==> src/hdl/rcra_pkg.sv <==
`timescale 1ns / 1ps
`default_nettype none
// ----------------------------------------------------------------------------
// rcra_pkg
// Shared types, widths and reset values of the radix counter with range add.
// ----------------------------------------------------------------------------
package rcra_pkg;

  // Counter geometry
  localparam int MaxDigitsDefault = 32;
  localparam int QtyW             = 32;
  localparam int DigitW           = 8;
  localparam int RadixW           = 8;
  localparam int InitW            = 6;
  localparam int WordW            = 2 * DigitW;

  // Carry stays below 510 and a digit sum below 1019 for any stored digit
  localparam int CarryW = 9;
  localparam int SumW   = 10;

  // Register reset values
  localparam logic [RadixW-1:0] RadixReset     = 8'd10;
  localparam logic [InitW-1:0]  InitWidthReset = 6'd8;
  localparam logic [RadixW-1:0] RadixMin       = 8'd2;

  // Configuration port
  localparam int ApbAddrW = 3;
  localparam int ApbDataW = 32;

  typedef enum logic {
    REG_RADIX      = 1'b0,
    REG_INIT_WIDTH = 1'b1
  } reg_idx_e;

  // Divider: quotient bits resolved per cycle
  localparam int DivBitsPerCycle = 8;
  localparam int DivLongCycles   = QtyW / DivBitsPerCycle;
  localparam int DivShortCycles  = 2;
  localparam int DivShortW       = DivShortCycles * DivBitsPerCycle;
  localparam int DivCntW         = $clog2(DivLongCycles);

  typedef struct packed {
    logic [RadixW-1:0] radix;
    logic              fresh;
    logic [InitW-1:0]  fresh_width;
  } cfg_t;

  typedef struct packed {
    logic              start;
    logic              short_run;
    logic [QtyW-1:0]   dividend;
    logic [RadixW-1:0] divisor;
  } div_req_t;

  typedef struct packed {
    logic              done;
    logic [QtyW-1:0]   quot;
    logic [RadixW-1:0] rem;
  } div_rsp_t;

  // Clamp a programmed width into one to max_digits
  function automatic int clamp_width(input logic [InitW-1:0] w, input int max_digits);
    int res;
    res = int'(w);
    if (res < 1) begin
      res = 1;
    end else if (res > max_digits) begin
      res = max_digits;
    end
    return res;
  endfunction

endpackage
`default_nettype wire

==> src/hdl/rcra_ram.sv <==
`timescale 1ns / 1ps
`default_nettype none
// ----------------------------------------------------------------------------
// rcra_ram
// Generic simple dual-port RAM: one write port, one registered read port.
// A read and a write of the same entry in one cycle return the old data.
// ----------------------------------------------------------------------------
module rcra_ram
  import rcra_pkg::*;
#(
  parameter int Width = WordW,
  parameter int Depth = MaxDigitsDefault
) (
  input  wire logic                     clk_i,
  input  wire logic                     we_i,
  input  wire logic [$clog2(Depth)-1:0] waddr_i,
  input  wire logic [Width-1:0]         wdata_i,
  input  wire logic                     re_i,
  input  wire logic [$clog2(Depth)-1:0] raddr_i,
  output logic      [Width-1:0]         rdata_o
);

  logic [Width-1:0] mem [Depth];
  logic [Width-1:0] rdata_q;

  // Write port
  always_ff @(posedge clk_i) begin
    if (we_i) begin
      mem[waddr_i] <= wdata_i;
    end
  end

  // Read port, hold data while not reading
  always_ff @(posedge clk_i) begin
    if (re_i) begin
      rdata_q <= mem[raddr_i];
    end
  end

  assign rdata_o = rdata_q;

endmodule
`default_nettype wire

==> src/hdl/rcra_div.sv <==
`timescale 1ns / 1ps
`default_nettype none
// ----------------------------------------------------------------------------
// rcra_div
// Restoring divider by an 8-bit radix, eight quotient bits per cycle.
// Long run divides 32 bits, short run divides 16 bits.
// ----------------------------------------------------------------------------
module rcra_div
  import rcra_pkg::*;
(
  input  wire logic     clk_i,
  input  wire logic     rst_ni,
  input  wire div_req_t req_i,
  output div_rsp_t      rsp_o
);

  logic               busy_q;
  logic               done_q;
  logic [DivCntW-1:0] cnt_q;
  logic [QtyW-1:0]    dvd_q;
  logic [QtyW-1:0]    dvd_nxt;
  logic [RadixW-1:0]  rem_q;
  logic [RadixW-1:0]  rem_nxt;
  logic [RadixW-1:0]  divisor_q;
  logic [RadixW:0]    part;

  // Resolve eight quotient bits; quotient shifts in from the bottom
  always_comb begin
    dvd_nxt = dvd_q;
    rem_nxt = rem_q;
    part    = '0;
    for (int i = 0; i < DivBitsPerCycle; i++) begin
      part    = {rem_nxt, dvd_nxt[QtyW-1]};
      dvd_nxt = {dvd_nxt[QtyW-2:0], 1'b0};
      if (part >= {1'b0, divisor_q}) begin
        rem_nxt    = RadixW'(part - {1'b0, divisor_q});
        dvd_nxt[0] = 1'b1;
      end else begin
        rem_nxt = part[RadixW-1:0];
      end
    end
  end

  // Sequence control
  always_ff @(posedge clk_i or negedge rst_ni) begin
    if (!rst_ni) begin
      busy_q <= 1'b0;
      done_q <= 1'b0;
      cnt_q  <= '0;
    end else begin
      done_q <= 1'b0;
      if (req_i.start) begin
        busy_q <= 1'b1;
        cnt_q  <= req_i.short_run ? DivCntW'(DivShortCycles - 1) : DivCntW'(DivLongCycles - 1);
      end else if (busy_q) begin
        if (cnt_q == '0) begin
          busy_q <= 1'b0;
          done_q <= 1'b1;
        end else begin
          cnt_q <= cnt_q - DivCntW'(1);
        end
      end
    end
  end

  // Datapath; a short run starts with its operand at the top of the word
  always_ff @(posedge clk_i) begin
    if (req_i.start) begin
      dvd_q     <= req_i.short_run ? {req_i.dividend[DivShortW-1:0], {(QtyW-DivShortW){1'b0}}}
                                   : req_i.dividend;
      rem_q     <= '0;
      divisor_q <= req_i.divisor;
    end else if (busy_q) begin
      dvd_q <= dvd_nxt;
      rem_q <= rem_nxt;
    end
  end

  assign rsp_o.done = done_q;
  assign rsp_o.quot = dvd_q;
  assign rsp_o.rem  = rem_q;

endmodule
`default_nettype wire

==> src/hdl/rcra_cfg.sv <==
`timescale 1ns / 1ps
`default_nettype none
// ----------------------------------------------------------------------------
// rcra_cfg
// APB register file: radix and initial width. Writing the initial width
// flags a fresh counter in the same cycle.
// ----------------------------------------------------------------------------
module rcra_cfg
  import rcra_pkg::*;
(
  input  wire logic                clk_i,
  input  wire logic                rst_ni,
  input  wire logic                psel,
  input  wire logic                penable,
  input  wire logic                pwrite,
  input  wire logic [ApbAddrW-1:0] paddr,
  input  wire logic [ApbDataW-1:0] pwdata,
  output logic      [ApbDataW-1:0] prdata,
  output logic                     pready,
  output cfg_t                     cfg_o
);

  logic [RadixW-1:0] radix_q;
  logic [InitW-1:0]  init_width_q;
  logic              wr_en;
  reg_idx_e          reg_idx;

  assign pready  = 1'b1;
  assign wr_en   = psel & penable & pwrite;
  assign reg_idx = reg_idx_e'(paddr[2]);

  // Register writes
  always_ff @(posedge clk_i or negedge rst_ni) begin
    if (!rst_ni) begin
      radix_q      <= RadixReset;
      init_width_q <= InitWidthReset;
    end else if (wr_en) begin
      case (reg_idx)
        REG_RADIX:      radix_q      <= pwdata[RadixW-1:0];
        REG_INIT_WIDTH: init_width_q <= pwdata[InitW-1:0];
        default: ;
      endcase
    end
  end

  // Read back, aligned addresses only
  always_comb begin
    prdata = '0;
    if (paddr[1:0] == 2'b00) begin
      case (reg_idx)
        REG_RADIX:      prdata = ApbDataW'(radix_q);
        REG_INIT_WIDTH: prdata = ApbDataW'(init_width_q);
        default:        prdata = '0;
      endcase
    end
  end

  assign cfg_o.radix       = radix_q;
  assign cfg_o.fresh       = wr_en && (reg_idx == REG_INIT_WIDTH);
  assign cfg_o.fresh_width = pwdata[InitW-1:0];

endmodule
`default_nettype wire

==> src/hdl/radix_counter_range_add.sv <==
`timescale 1ns / 1ps
`default_nettype none
// Flow: per digit that the add touches, the shared divider runs a long pass on the
//   quantity, then a short pass on the digit sum; a zero quantity touches no digit.
// A new quantity waits until the last beat of the previous one is loaded; result beats
//   leave one per cycle while out_ready_i is high.
// Reset: the digit store reads as zero and the width is the clamped initial width;
//   writing the initial width register restores the same state at once.
// ----------------------------------------------------------------------------
// radix_counter_range_add
// Multi-digit counter in a programmable radix; each quantity is converted and
// added digit by digit, then the digits before and after are streamed out.
// ----------------------------------------------------------------------------
module radix_counter_range_add
  import rcra_pkg::*;
#(
  parameter int MaxDigits = MaxDigitsDefault
) (
  input  wire logic                             clk_i,
  input  wire logic                             rst_ni,
  // configuration
  input  wire logic                             psel,
  input  wire logic                             penable,
  input  wire logic                             pwrite,
  input  wire logic [ApbAddrW-1:0]              paddr,
  input  wire logic [ApbDataW-1:0]              pwdata,
  output logic      [ApbDataW-1:0]              prdata,
  output logic                                  pready,
  // input channel
  input  wire logic                             in_valid_i,
  output logic                                  in_ready_o,
  input  wire logic [QtyW-1:0]                  quantity_i,
  // result channel
  output logic                                  out_valid_o,
  input  wire logic                             out_ready_i,
  output logic      [$clog2(MaxDigits)-1:0]     position_o,
  output logic      [DigitW-1:0]                start_digit_o,
  output logic      [DigitW-1:0]                end_digit_o,
  output logic      [$clog2(MaxDigits+1)-1:0]   old_width_o,
  output logic      [$clog2(MaxDigits+1)-1:0]   new_width_o,
  output logic                                  overflow_o,
  output logic                                  last_o
);

  localparam int PosW = $clog2(MaxDigits);
  localparam int CntW = $clog2(MaxDigits + 1);
  localparam logic [CntW-1:0] WidthReset = CntW'(clamp_width(InitWidthReset, MaxDigits));
  localparam logic [PosW-1:0] TopIdx     = PosW'(MaxDigits - 1);

  typedef enum logic [3:0] {
    ST_IDLE = 4'b0001,
    ST_QDIV = 4'b0010,
    ST_SDIV = 4'b0100,
    ST_EMIT = 4'b1000
  } state_e;

  cfg_t     cfg;
  div_req_t div_req;
  div_rsp_t div_rsp;

  state_e state_q, state_d;
  logic [QtyW-1:0]      rem_q, rem_d;
  logic [CarryW-1:0]    carry_q, carry_d;
  logic [PosW-1:0]      k_q, k_d;
  logic [PosW-1:0]      klast_q, klast_d;
  logic                 touched_q, touched_d;
  logic                 ovf_q, ovf_d;
  logic [CntW-1:0]      old_w_q, old_w_d;
  logic [CntW-1:0]      width_q, width_d;
  logic [DigitW-1:0]    before_q, before_d;
  logic [PosW-1:0]      idx_q, idx_d;
  logic [PosW-1:0]      p_q, p_d;
  logic [MaxDigits-1:0] vld_q, vld_d;

  // RAM port and read path
  logic              ram_we;
  logic [PosW-1:0]   ram_waddr;
  logic [WordW-1:0]  ram_wdata;
  logic              ram_re;
  logic [PosW-1:0]   ram_raddr;
  logic [WordW-1:0]  ram_rdata;
  logic              rd_vld_q;
  logic              fwd_q;
  logic [WordW-1:0]  fwd_data_q;
  logic [WordW-1:0]  rd_word;
  logic [DigitW-1:0] cur_digit;
  logic [DigitW-1:0] prev_digit;
  logic [DigitW-1:0] start_sel;

  // Arithmetic helpers
  logic [RadixW-1:0] eff_radix;
  logic [SumW-1:0]   sum;
  logic [CarryW-1:0] carry_nxt;
  logic [CntW-1:0]   kp1;
  logic [CntW-1:0]   w_upd;
  logic              add_done;

  // Output register
  logic              load_out;
  logic              out_valid_q;
  logic [PosW-1:0]   position_q;
  logic [DigitW-1:0] start_q;
  logic [DigitW-1:0] end_q;
  logic [CntW-1:0]   old_width_q;
  logic [CntW-1:0]   new_width_q;
  logic              overflow_q;
  logic              last_q;

  rcra_cfg u_cfg (
    .clk_i   (clk_i),
    .rst_ni  (rst_ni),
    .psel    (psel),
    .penable (penable),
    .pwrite  (pwrite),
    .paddr   (paddr),
    .pwdata  (pwdata),
    .prdata  (prdata),
    .pready  (pready),
    .cfg_o   (cfg)
  );

  rcra_div u_div (
    .clk_i  (clk_i),
    .rst_ni (rst_ni),
    .req_i  (div_req),
    .rsp_o  (div_rsp)
  );

  // Digit store: each word holds {digit before this item, current digit}
  rcra_ram #(
    .Width (WordW),
    .Depth (MaxDigits)
  ) u_ram (
    .clk_i   (clk_i),
    .we_i    (ram_we),
    .waddr_i (ram_waddr),
    .wdata_i (ram_wdata),
    .re_i    (ram_re),
    .raddr_i (ram_raddr),
    .rdata_o (ram_rdata)
  );

  assign eff_radix = (cfg.radix < RadixMin) ? RadixMin : cfg.radix;

  // Forward a write to the same entry; entries never written read as zero
  assign rd_word    = fwd_q ? fwd_data_q : ram_rdata;
  assign cur_digit  = (fwd_q || rd_vld_q) ? rd_word[DigitW-1:0] : '0;
  assign prev_digit = (fwd_q || rd_vld_q) ? rd_word[WordW-1:DigitW] : '0;
  assign start_sel  = (touched_q && (idx_q <= klast_q)) ? prev_digit : cur_digit;

  assign sum       = SumW'(cur_digit) + SumW'(div_rsp.rem) + SumW'(carry_q);
  assign carry_nxt = CarryW'(div_rsp.quot);
  assign kp1       = CntW'(k_q) + CntW'(1);
  assign w_upd     = (kp1 > width_q) ? kp1 : width_q;
  assign add_done  = (rem_q == '0) && (carry_nxt == '0);

  // Control sequencer
  always_comb begin
    state_d   = state_q;
    rem_d     = rem_q;
    carry_d   = carry_q;
    k_d       = k_q;
    klast_d   = klast_q;
    touched_d = touched_q;
    ovf_d     = ovf_q;
    old_w_d   = old_w_q;
    width_d   = width_q;
    before_d  = before_q;
    idx_d     = idx_q;
    p_d       = p_q;
    vld_d     = vld_q;

    ram_we    = 1'b0;
    ram_waddr = k_q;
    ram_wdata = {before_q, div_rsp.rem};
    ram_re    = 1'b0;
    ram_raddr = k_q;

    div_req.start     = 1'b0;
    div_req.short_run = 1'b0;
    div_req.dividend  = rem_q;
    div_req.divisor   = eff_radix;

    load_out = 1'b0;

    case (state_q)
      ST_IDLE: begin
        if (in_valid_i) begin
          old_w_d = width_q;
          ovf_d   = 1'b0;
          ram_re  = 1'b1;
          if (quantity_i != '0) begin
            // Start the first digit: divide quantity, fetch digit zero
            touched_d        = 1'b1;
            rem_d            = quantity_i;
            carry_d          = '0;
            k_d              = '0;
            div_req.start    = 1'b1;
            div_req.dividend = quantity_i;
            ram_raddr        = '0;
            state_d          = ST_QDIV;
          end else begin
            // Nothing to add: go straight to the range
            touched_d = 1'b0;
            ram_raddr = PosW'(width_q - CntW'(1));
            idx_d     = PosW'(width_q - CntW'(1));
            p_d       = '0;
            state_d   = ST_EMIT;
          end
        end
      end

      ST_QDIV: begin
        // Quantity digit ready: add it to the stored digit and reduce
        if (div_rsp.done) begin
          before_d          = cur_digit;
          rem_d             = div_rsp.quot;
          div_req.start     = 1'b1;
          div_req.short_run = 1'b1;
          div_req.dividend  = QtyW'(sum);
          state_d           = ST_SDIV;
        end
      end

      ST_SDIV: begin
        // Write the reduced digit back and move on or stop
        if (div_rsp.done) begin
          ram_we     = 1'b1;
          vld_d[k_q] = 1'b1;
          carry_d    = carry_nxt;
          width_d    = w_upd;
          if (add_done || (k_q == TopIdx)) begin
            ovf_d     = !add_done;
            klast_d   = k_q;
            ram_re    = 1'b1;
            ram_raddr = PosW'(w_upd - CntW'(1));
            idx_d     = PosW'(w_upd - CntW'(1));
            p_d       = '0;
            state_d   = ST_EMIT;
          end else begin
            k_d              = k_q + PosW'(1);
            div_req.start    = 1'b1;
            div_req.dividend = rem_q;
            ram_re           = 1'b1;
            ram_raddr        = k_q + PosW'(1);
            state_d          = ST_QDIV;
          end
        end
      end

      ST_EMIT: begin
        // Stream one beat per cycle while the result register is empty or taken, most significant digit first
        if (!out_valid_q || out_ready_i) begin
          load_out = 1'b1;
          if (idx_q == '0) begin
            state_d = ST_IDLE;
          end else begin
            idx_d     = idx_q - PosW'(1);
            p_d       = p_q + PosW'(1);
            ram_re    = 1'b1;
            ram_raddr = idx_q - PosW'(1);
          end
        end
      end

      default: begin
        state_d = ST_IDLE;
      end
    endcase

    // Fresh counter on an initial width write
    if (cfg.fresh) begin
      vld_d   = '0;
      width_d = CntW'(clamp_width(cfg.fresh_width, MaxDigits));
    end
  end

  // Control state
  always_ff @(posedge clk_i or negedge rst_ni) begin
    if (!rst_ni) begin
      state_q     <= ST_IDLE;
      width_q     <= WidthReset;
      vld_q       <= '0;
      touched_q   <= 1'b0;
      ovf_q       <= 1'b0;
      rd_vld_q    <= 1'b0;
      fwd_q       <= 1'b0;
      out_valid_q <= 1'b0;
    end else begin
      state_q   <= state_d;
      width_q   <= width_d;
      vld_q     <= vld_d;
      touched_q <= touched_d;
      ovf_q     <= ovf_d;
      if (ram_re) begin
        rd_vld_q <= vld_q[ram_raddr];
        fwd_q    <= ram_we && (ram_waddr == ram_raddr);
      end
      if (load_out) begin
        out_valid_q <= 1'b1;
      end else if (out_ready_i) begin
        out_valid_q <= 1'b0;
      end
    end
  end

  // Working registers
  always_ff @(posedge clk_i) begin
    rem_q    <= rem_d;
    carry_q  <= carry_d;
    k_q      <= k_d;
    klast_q  <= klast_d;
    old_w_q  <= old_w_d;
    before_q <= before_d;
    idx_q    <= idx_d;
    p_q      <= p_d;
    if (ram_re) begin
      fwd_data_q <= ram_wdata;
    end
  end

  // Result beat register
  always_ff @(posedge clk_i) begin
    if (load_out) begin
      position_q  <= p_q;
      start_q     <= start_sel;
      end_q       <= cur_digit;
      old_width_q <= old_w_q;
      new_width_q <= width_q;
      overflow_q  <= ovf_q;
      last_q      <= (idx_q == '0);
    end
  end

  assign in_ready_o    = (state_q == ST_IDLE);
  assign out_valid_o   = out_valid_q;
  assign position_o    = position_q;
  assign start_digit_o = start_q;
  assign end_digit_o   = end_q;
  assign old_width_o   = old_width_q;
  assign new_width_o   = new_width_q;
  assign overflow_o    = overflow_q;
  assign last_o        = last_q;

endmodule
`default_nettype wire

==> config.mk <==
export PLATFORM = sky130hd
export DESIGN_NAME = radix_counter_range_add
export DESIGN_NICKNAME = d
export VERILOG_FILES = /design/src/hdl/rcra_pkg.sv /design/src/hdl/rcra_ram.sv /design/src/hdl/rcra_div.sv /design/src/hdl/rcra_cfg.sv /design/src/hdl/radix_counter_range_add.sv
export SDC_FILE = /design/constraint.sdc
export NUM_CORES = 1
export LEC_CHECK = 0
export ABC_AREA = 0
export ABC_CLOCK_PERIOD_IN_PS = 23800
export BUFFER_PORTS_ARGS = -buffer_cell sky130_fd_sc_hd__buf_2
export CAP_MARGIN = 20
export CORE_UTILIZATION = 33
export CTS_BUF_LIST = sky130_fd_sc_hd__clkbuf_4 sky130_fd_sc_hd__clkbuf_8
export CTS_CLUSTER_DIAMETER = 30
export DETAILED_ROUTE_END_ITERATION = 16
export PLACE_DENSITY = 0.5
export SYNTH_ARGS = -nofsm -noshare
export SYNTH_HDL_FRONTEND = slang
export SYNTH_SLANG_ARGS = --single-unit
==> constraint.sdc <==
create_clock -name clk_i -period 23.8 [get_ports clk_i]
set_input_delay 2.38 -clock clk_i [delete_from_list [all_inputs] [get_ports clk_i]]
set_output_delay 2.38 -clock clk_i [all_outputs]
set_load 0.02 [all_outputs]
* After elaboration in Yosys (flattened, before gate mapping)
Memories as Yosys holds them, arrays and structs flattened. A register that Yosys moved wholly into a read port is not among the register bits.
Index checks and enable logic that the tools add are counted.
Widths: inputs -> output; s select.
** Word-level totals
- Register bits after elaboration :: 239
- RAM bits :: 512
- Input port bits :: 74
- Output and inout bits :: 70
- Word-level logic and storage cells :: 237
- Memories :: 1
** Memory list
- u_ram.mem :: words 32, bits a word 16, rd ports 1, clocked after memory_dff 1, write ports 1, RTL line rcra_ram.sv:23 : logic [Width-1:0] mem [Depth];
** Cells by class
- Add/sub/neg operators :: 17
- Magnitude comparators :: 16
- Eq/ne operators :: 17
- Mux-type cells :: 114
- Bitwise gates (word level) :: 4
- Reduce and logical (&&, ||, !) cells :: 36
** Operators with widths (number)
- $mux 32 :: 10
- $pmux 32 s2 :: 3
- $mux 5 :: 22
- $mux 8 :: 11
- $ge 9x8->1 :: 8
- $sub 8x8->8 :: 8
- $pmux 5 s3 :: 3
- $mux 6 :: 6
- $mux 1 :: 35
- $mux 34 :: 1
- $logic_not 32->1 :: 1
- $or 32x32->32 :: 1
- $reduce_bool 32->1 :: 1
- $mux 4 :: 7
- $mux 9 :: 3
- $pmux 9 s2 :: 1
- $mux 16 :: 1
- $ne 2x2->1 const B :: 8
- $pmux 4 s4 :: 1
- $sub 5x1->5 const B :: 3
- $reduce_and 2->1 :: 7
- $lt 5x6->1 const B :: 2
- $reduce_bool 2->1 :: 6
- $add 5x1->5 const B :: 2
- other kinds (36) :: 53

* Depth between registers and ports, before layout
- Depth after elaboration :: 18
- Depth in mapped cells :: 96
- Gate-level depth less buffers :: 89

* Cells and area by module
Synthesis repeated with hierarchy kept, for this count alone.
** Second synthesis, totals
- Cell total of the unflattened synthesis :: 2863
- Area, all modules :: 37268.2 sq um
** By module, submodules not included
- rcra_ram :: times used 1, cells each 1143, area an instance 20694.8 sq um, sequential area each 15855.2 sq um
- radix_counter_range_add :: times used 1, cells each 935, area an instance 9552.9 sq um, sequential area each 4962.3 sq um
- rcra_div :: times used 1, cells each 704, area an instance 6109.6 sq um, sequential area each 1461.4 sq um
- rcra_cfg :: times used 1, cells each 81, area an instance 910.9 sq um, sequential area each 354.1 sq um

* Least setup slack after synthesis
OpenSTA, ideal clock, no wires.
- Path type :: reg2reg
- Start point :: register u_div.divisor_q[1]
- End point :: register u_div.rem_q[0]
- Setup time :: 0.069 ns
- Data arrival time :: 16.664 ns
- Data required time :: 23.731 ns
- Path slack :: 7.068 ns
- Cell stages (with the launch flop) :: 89
- Buffers on the path :: 5
- Clock period less this slack :: 16.732 ns
- Path through :: edfxtp_1 inv_1 ha_1 nor2b_1 o21ai_0 a31o_2 nand2_1 o21ai_0 inv_1 ha_1 nor2b_1 o21ai_0 nand3_1 nand3_1 o211ai_4 clkbuf_1 mux2_2 ha_1 [53 not listed] buf_6 a21oi_1 ha_1 nor2b_1 o21ai_0 a21boi_0 o21ai_0 nand2b_1 a21o_1 a21oi_1 o21ai_0 a21oi_1 inv_1 a311o_1 a21o_1 buf_6 mux2_4 o21ai_1
** On the way
- Longest elaborated chain between the ends :: 16
- Elaborated cells on any way between the ends :: 23
- Classes of those cells :: 7 x add/sub; 8 x order compare; 8 x mux
** Ends and longest elaborated chain
- start: declaration :: RTL line rcra_div.sv:24 : logic [RadixW-1:0] divisor_q;
- start signal: assignment :: RTL line rcra_div.sv:72 : divisor_q <= req_i.divisor;
- $sub 8x8->8 / $ge 9x8->1 (equally long branches) :: RTL line rcra_div.sv:36, rcra_div.sv:35
- $mux 8 :: RTL line rcra_div.sv:35 : if (part >= {1'b0, divisor_q}) begin
- $sub 8x8->8 / $ge 9x8->1 (equally long branches) :: RTL line rcra_div.sv:36, rcra_div.sv:35
- $mux 8 :: RTL line rcra_div.sv:35
- $sub 8x8->8 / $ge 9x8->1 (equally long branches) :: RTL line rcra_div.sv:36, rcra_div.sv:35
- $mux 8 :: RTL line rcra_div.sv:35
- $sub 8x8->8 / $ge 9x8->1 (equally long branches) :: RTL line rcra_div.sv:36, rcra_div.sv:35
- $mux 8 :: RTL line rcra_div.sv:35
- $sub 8x8->8 / $ge 9x8->1 (equally long branches) :: RTL line rcra_div.sv:36, rcra_div.sv:35
- $mux 8 :: RTL line rcra_div.sv:35
- $sub 8x8->8 / $ge 9x8->1 (equally long branches) :: RTL line rcra_div.sv:36, rcra_div.sv:35
- $mux 8 :: RTL line rcra_div.sv:35
- $sub 8x8->8 / $ge 9x8->1 (equally long branches) :: RTL line rcra_div.sv:36, rcra_div.sv:35
- $mux 8 :: RTL line rcra_div.sv:35
- $ge 9x8->1 * :: RTL line rcra_div.sv:35
- $mux 8 * :: RTL line rcra_div.sv:35
- end signal: assignment :: RTL line rcra_div.sv:75 : rem_q <= rem_nxt;
- end: declaration :: RTL line rcra_div.sv:22 : logic [RadixW-1:0] rem_q;
Mark *: on every way between the ends. The rest lies on a longest branch, timed or not.
A chain may end at the register's enable or synchronous reset.

* Worst setup path after layout
Same ends and word-level chain as after synthesis.

==> out/metrics.csv <==
stage,metric,value,unit
die,Die ar.,111000,um^2
placement,Placer Congestion,0.835,
logic_synthesis,Synth Flop Type,edfxtp_1,
logic_synthesis,sequential fraction of the synthesis area,0.624,
logic_synthesis,cell area after synthesis,36300,um^2
clock_tree,Root Driver,clkbuf_8,
die,Core Area,109000,um^2
logic_synthesis,post-synth top area share,0.574,
critical_path,Worst Setup EP,u_div.rem_q[0]$_SDFFE_PP0P_,
logic_synthesis,commonest cells in the netlist,"694 x edfxtp_1, 424 x nand2_1, 282 x nor2_1",
global_routing,gr usage total,0.186,
placement,DP HPWL,63.8,mm
critical_path,Crit path top cell by count,o21ai_0,
global_routing,vias in the first global route,23800,
critical_path,"slowest stage delay, CP",0.76,ns
drt,ANT nets after route,0,
logic_synthesis,"Avg Cell Area, Syn",12.0,um^2
logic_synthesis,top-count cell post-synth,edfxtp_1,
die,Initial Util,0.333,
logic_synthesis,top cell type by total area after synthesis,edfxtp_1,
clock_tree,total CTS buffers,156,
layout,layout cells sized above 1,0.171,
timing,RSZ-0062 raised after global routing,false,
timing,Least-Margin Pin Slew,1.12,ns
clock_tree,clock-pin slew on the worst setup and hold paths,0.06,ns
global_routing,largest net degree at the start of global routing,192,
clock_tree,CTS Hold Bufs,0,
clock_tree,"Clk Latency, worst-skew pair",0.82,ns
critical_path,r2r setup slk,3.49,ns
global_routing,initial antenna violation count,4,
logic_synthesis,Post-synth EDFFs,694,
timing,Hold Fails Final Rpt,0,
clock_tree,CTS tree,yes,
run_status,status,"complete, no violations",
global_routing,grt ovf,0,
global_routing,wire length of the first global-routing pass,155,mm
critical_path,Critical Path Start Type,flip-flop,
clock_tree,TritonCTS Sinks,767,
min_path,Min-Delay Path Class,reg -> reg,
drt,drt via density,5.19,
timing,clock skew,0.0524,ns
critical_path,Worst Path Arrival,21.04,ns
timing,max_slew headroom,0.254,
critical_path,Max Fanout on Critical Path,15,
critical_path,CP max stage cell,edfxtp_1,
timing,final-report setup violation count,0,
logic_synthesis,Post-Synthesis Cells,3035,
die,standard-cell rows,121,
timing,minimum clock period,20.31,ns
drt,DRC,0,
critical_path,Worst R2R End,u_div.rem_q[0]$_SDFFE_PP0P_,
critical_path,Crit. End Element,flip-flop,
run,max cap viols,0,
logic_synthesis,number of synthesis warnings,0,
layout,final net count,3376,
die,Chip Height,334,um
critical_path,crit path kind,reg -> reg,
timing,TNS Setup,0,ns
clock_tree,Max Root-Sink Buffers,3,
die,Ports,144,
logic_synthesis,Seq cells post-synth,767,
timing,max-slew violation count,0,
min_path,Hold Path Depth,0,
drt,initial drt markers,1941,
clock_tree,H-tree depth,4,
clock_tree,PostCTS Resize Cnt,0,
die,Die Span X,334,um
critical_path,Required @ worst endpoint,24.53,ns
timing,fin crit share,0.853,
clock_tree,Post-CTS Setup Repair Bufs,0,
placement,I/O Buffers,94,
drt,Via Count,24600,
drt,wire length per cell,22.0,um
drt,drt pass-1 iters,5,
logic_synthesis,"Distinct cells, synth",98,
critical_path,Worst R2R Path Depth,84,
critical_path,critical path startpoint,u_div.divisor_q[1]$_SDFFCE_PN1P_,
logic_synthesis,Async SR Flop Fraction,0.0847,
critical_path,R2R Path Start,u_div.divisor_q[1]$_SDFFCE_PN1P_,
layout,Area growth syn-to-layout,16.0,%
drt,drt total wl,104,mm
logic_synthesis,main area contributors after synthesis,"edfxtp_1 57%, nand2_1 4.4%, dfrtp_1 4.1%",
timing,Fmax,0.0492,GHz
==> registers in the layout, summed over array words and instances, names as in the netlist, 8 cells and up <==
name / cells
before_q: 8
carry_q: 9
end_digit_o: 8
fwd_data_q: 16
rem_q: 32
start_digit_o: 8
u_cfg.radix_q: 8
u_div.divisor_q: 8
u_div.dvd_q: 32
u_div.rem_q: 8
u_ram.mem: 512
u_ram.rdata_o: 16
vld_q: 32
==> logic make-up (layout without fill, tap and decap cells) <==
group	Yosys count	after routing	synth area share
xor gates and xnor gates	58	58	0.0140
other	2	27	0.000207
DFF	767	767	0.624
buffers and inverters	266	532	0.0316
and+or+nand+nor	1056	1056	0.133
AOI/OAI and AO/OA	649	649	0.119
adders and majority gates	110	110	0.0414
muxes	127	127	0.0370
==> final cells by class <==
cell class              instances  area [um^2]
multi-input cells            2025        12700
clock buffers                 200         2560
clock inverters                90          977
flip-flops and latches        767        22600
inverters                      75          282
fillers                     10600        66900
diodes                          2         5.00
well taps                    1414         1770
repair buffers                167         1140
==> worst min-delay path by stage <==
stage / startpoint / to / slack (ns)
6_report: old_w_q[1]$_DFFE_PP_ / old_width_o[1]$_DFFE_PP_ / 0.42
5_1_grt: old_w_q[2]$_DFFE_PP_ / old_width_o[2]$_DFFE_PP_ / 0.43
4_1_cts: old_w_q[1]$_DFFE_PP_ / old_width_o[1]$_DFFE_PP_ / 0.42
3_5_place_dp: old_w_q[0]$_DFFE_PP_ / old_width_o[0]$_DFFE_PP_ / 0.41
3_3_place_gp: old_w_q[5]$_DFFE_PP_ / old_width_o[5]$_DFFE_PP_ / 0.40
2_1_floorplan: old_w_q[0]$_DFFE_PP_ / old_width_o[0]$_DFFE_PP_ / 0.40
==> critical path, delay by kind of cell (launching register included) <==
family | cells | cell delay [ns]
compound gates | 47 | 11.12
buf+inv | 6 | 0.90
flops | 1 | 0.76
fa+ha+maj | 8 | 2.46
simple gates | 20 | 3.78
mux | 3 | 1.16
==> stage by stage <==
stage	instance area [um^2]	worst slack, ns	util	hold slack [ns]	cells
3_5_place_dp	38500	3.66	0.353	0.407	4443
4_1_cts	42000	3.54	0.385	0.420	4733
2_1_floorplan	36400	7.07	-	0.400	3058
3_3_place_gp	38400	3.69	0.352	0.403	4438
5_1_grt	42100	1.25	0.386	0.430	4739
6_report	42100	3.49	0.386	0.417	4740
==> metal layers <==
metal	vias up	wire length (um)	GRT usage
met3	172	6890	0.0398
met1	12100	46200	0.250
met2	751	48800	0.298
met5	-	13	0
met4	2	2500	0.0619
li1	11600	-	-
==> cell usage in the layout (no fill, tap or decap), types with 54 or more instances in the layout <==
cell type | Yosys | layout
edfxtp_1 | 694 | 694
nand2_1 | 424 | 424
nor2_1 | 282 | 250
clkbuf_8 | 0 | 170
o21ai_0 | 138 | 138
a31oi_1 | 108 | 108
and2_1 | 105 | 105
a211oi_1 | 101 | 101
ha_1 | 93 | 93
buf_2 | 1 | 93
mux2i_1 | 83 | 83
inv_1 | 74 | 74
a21oi_1 | 74 | 74
buf_4 | 25 | 63
nand3_1 | 60 | 60
dfrtp_1 | 60 | 60
o22ai_1 | 54 | 54
Power is left out: the tool's default activity adds up to more than one toggle a clock period on the data nets, which glitch-free logic cannot reach.
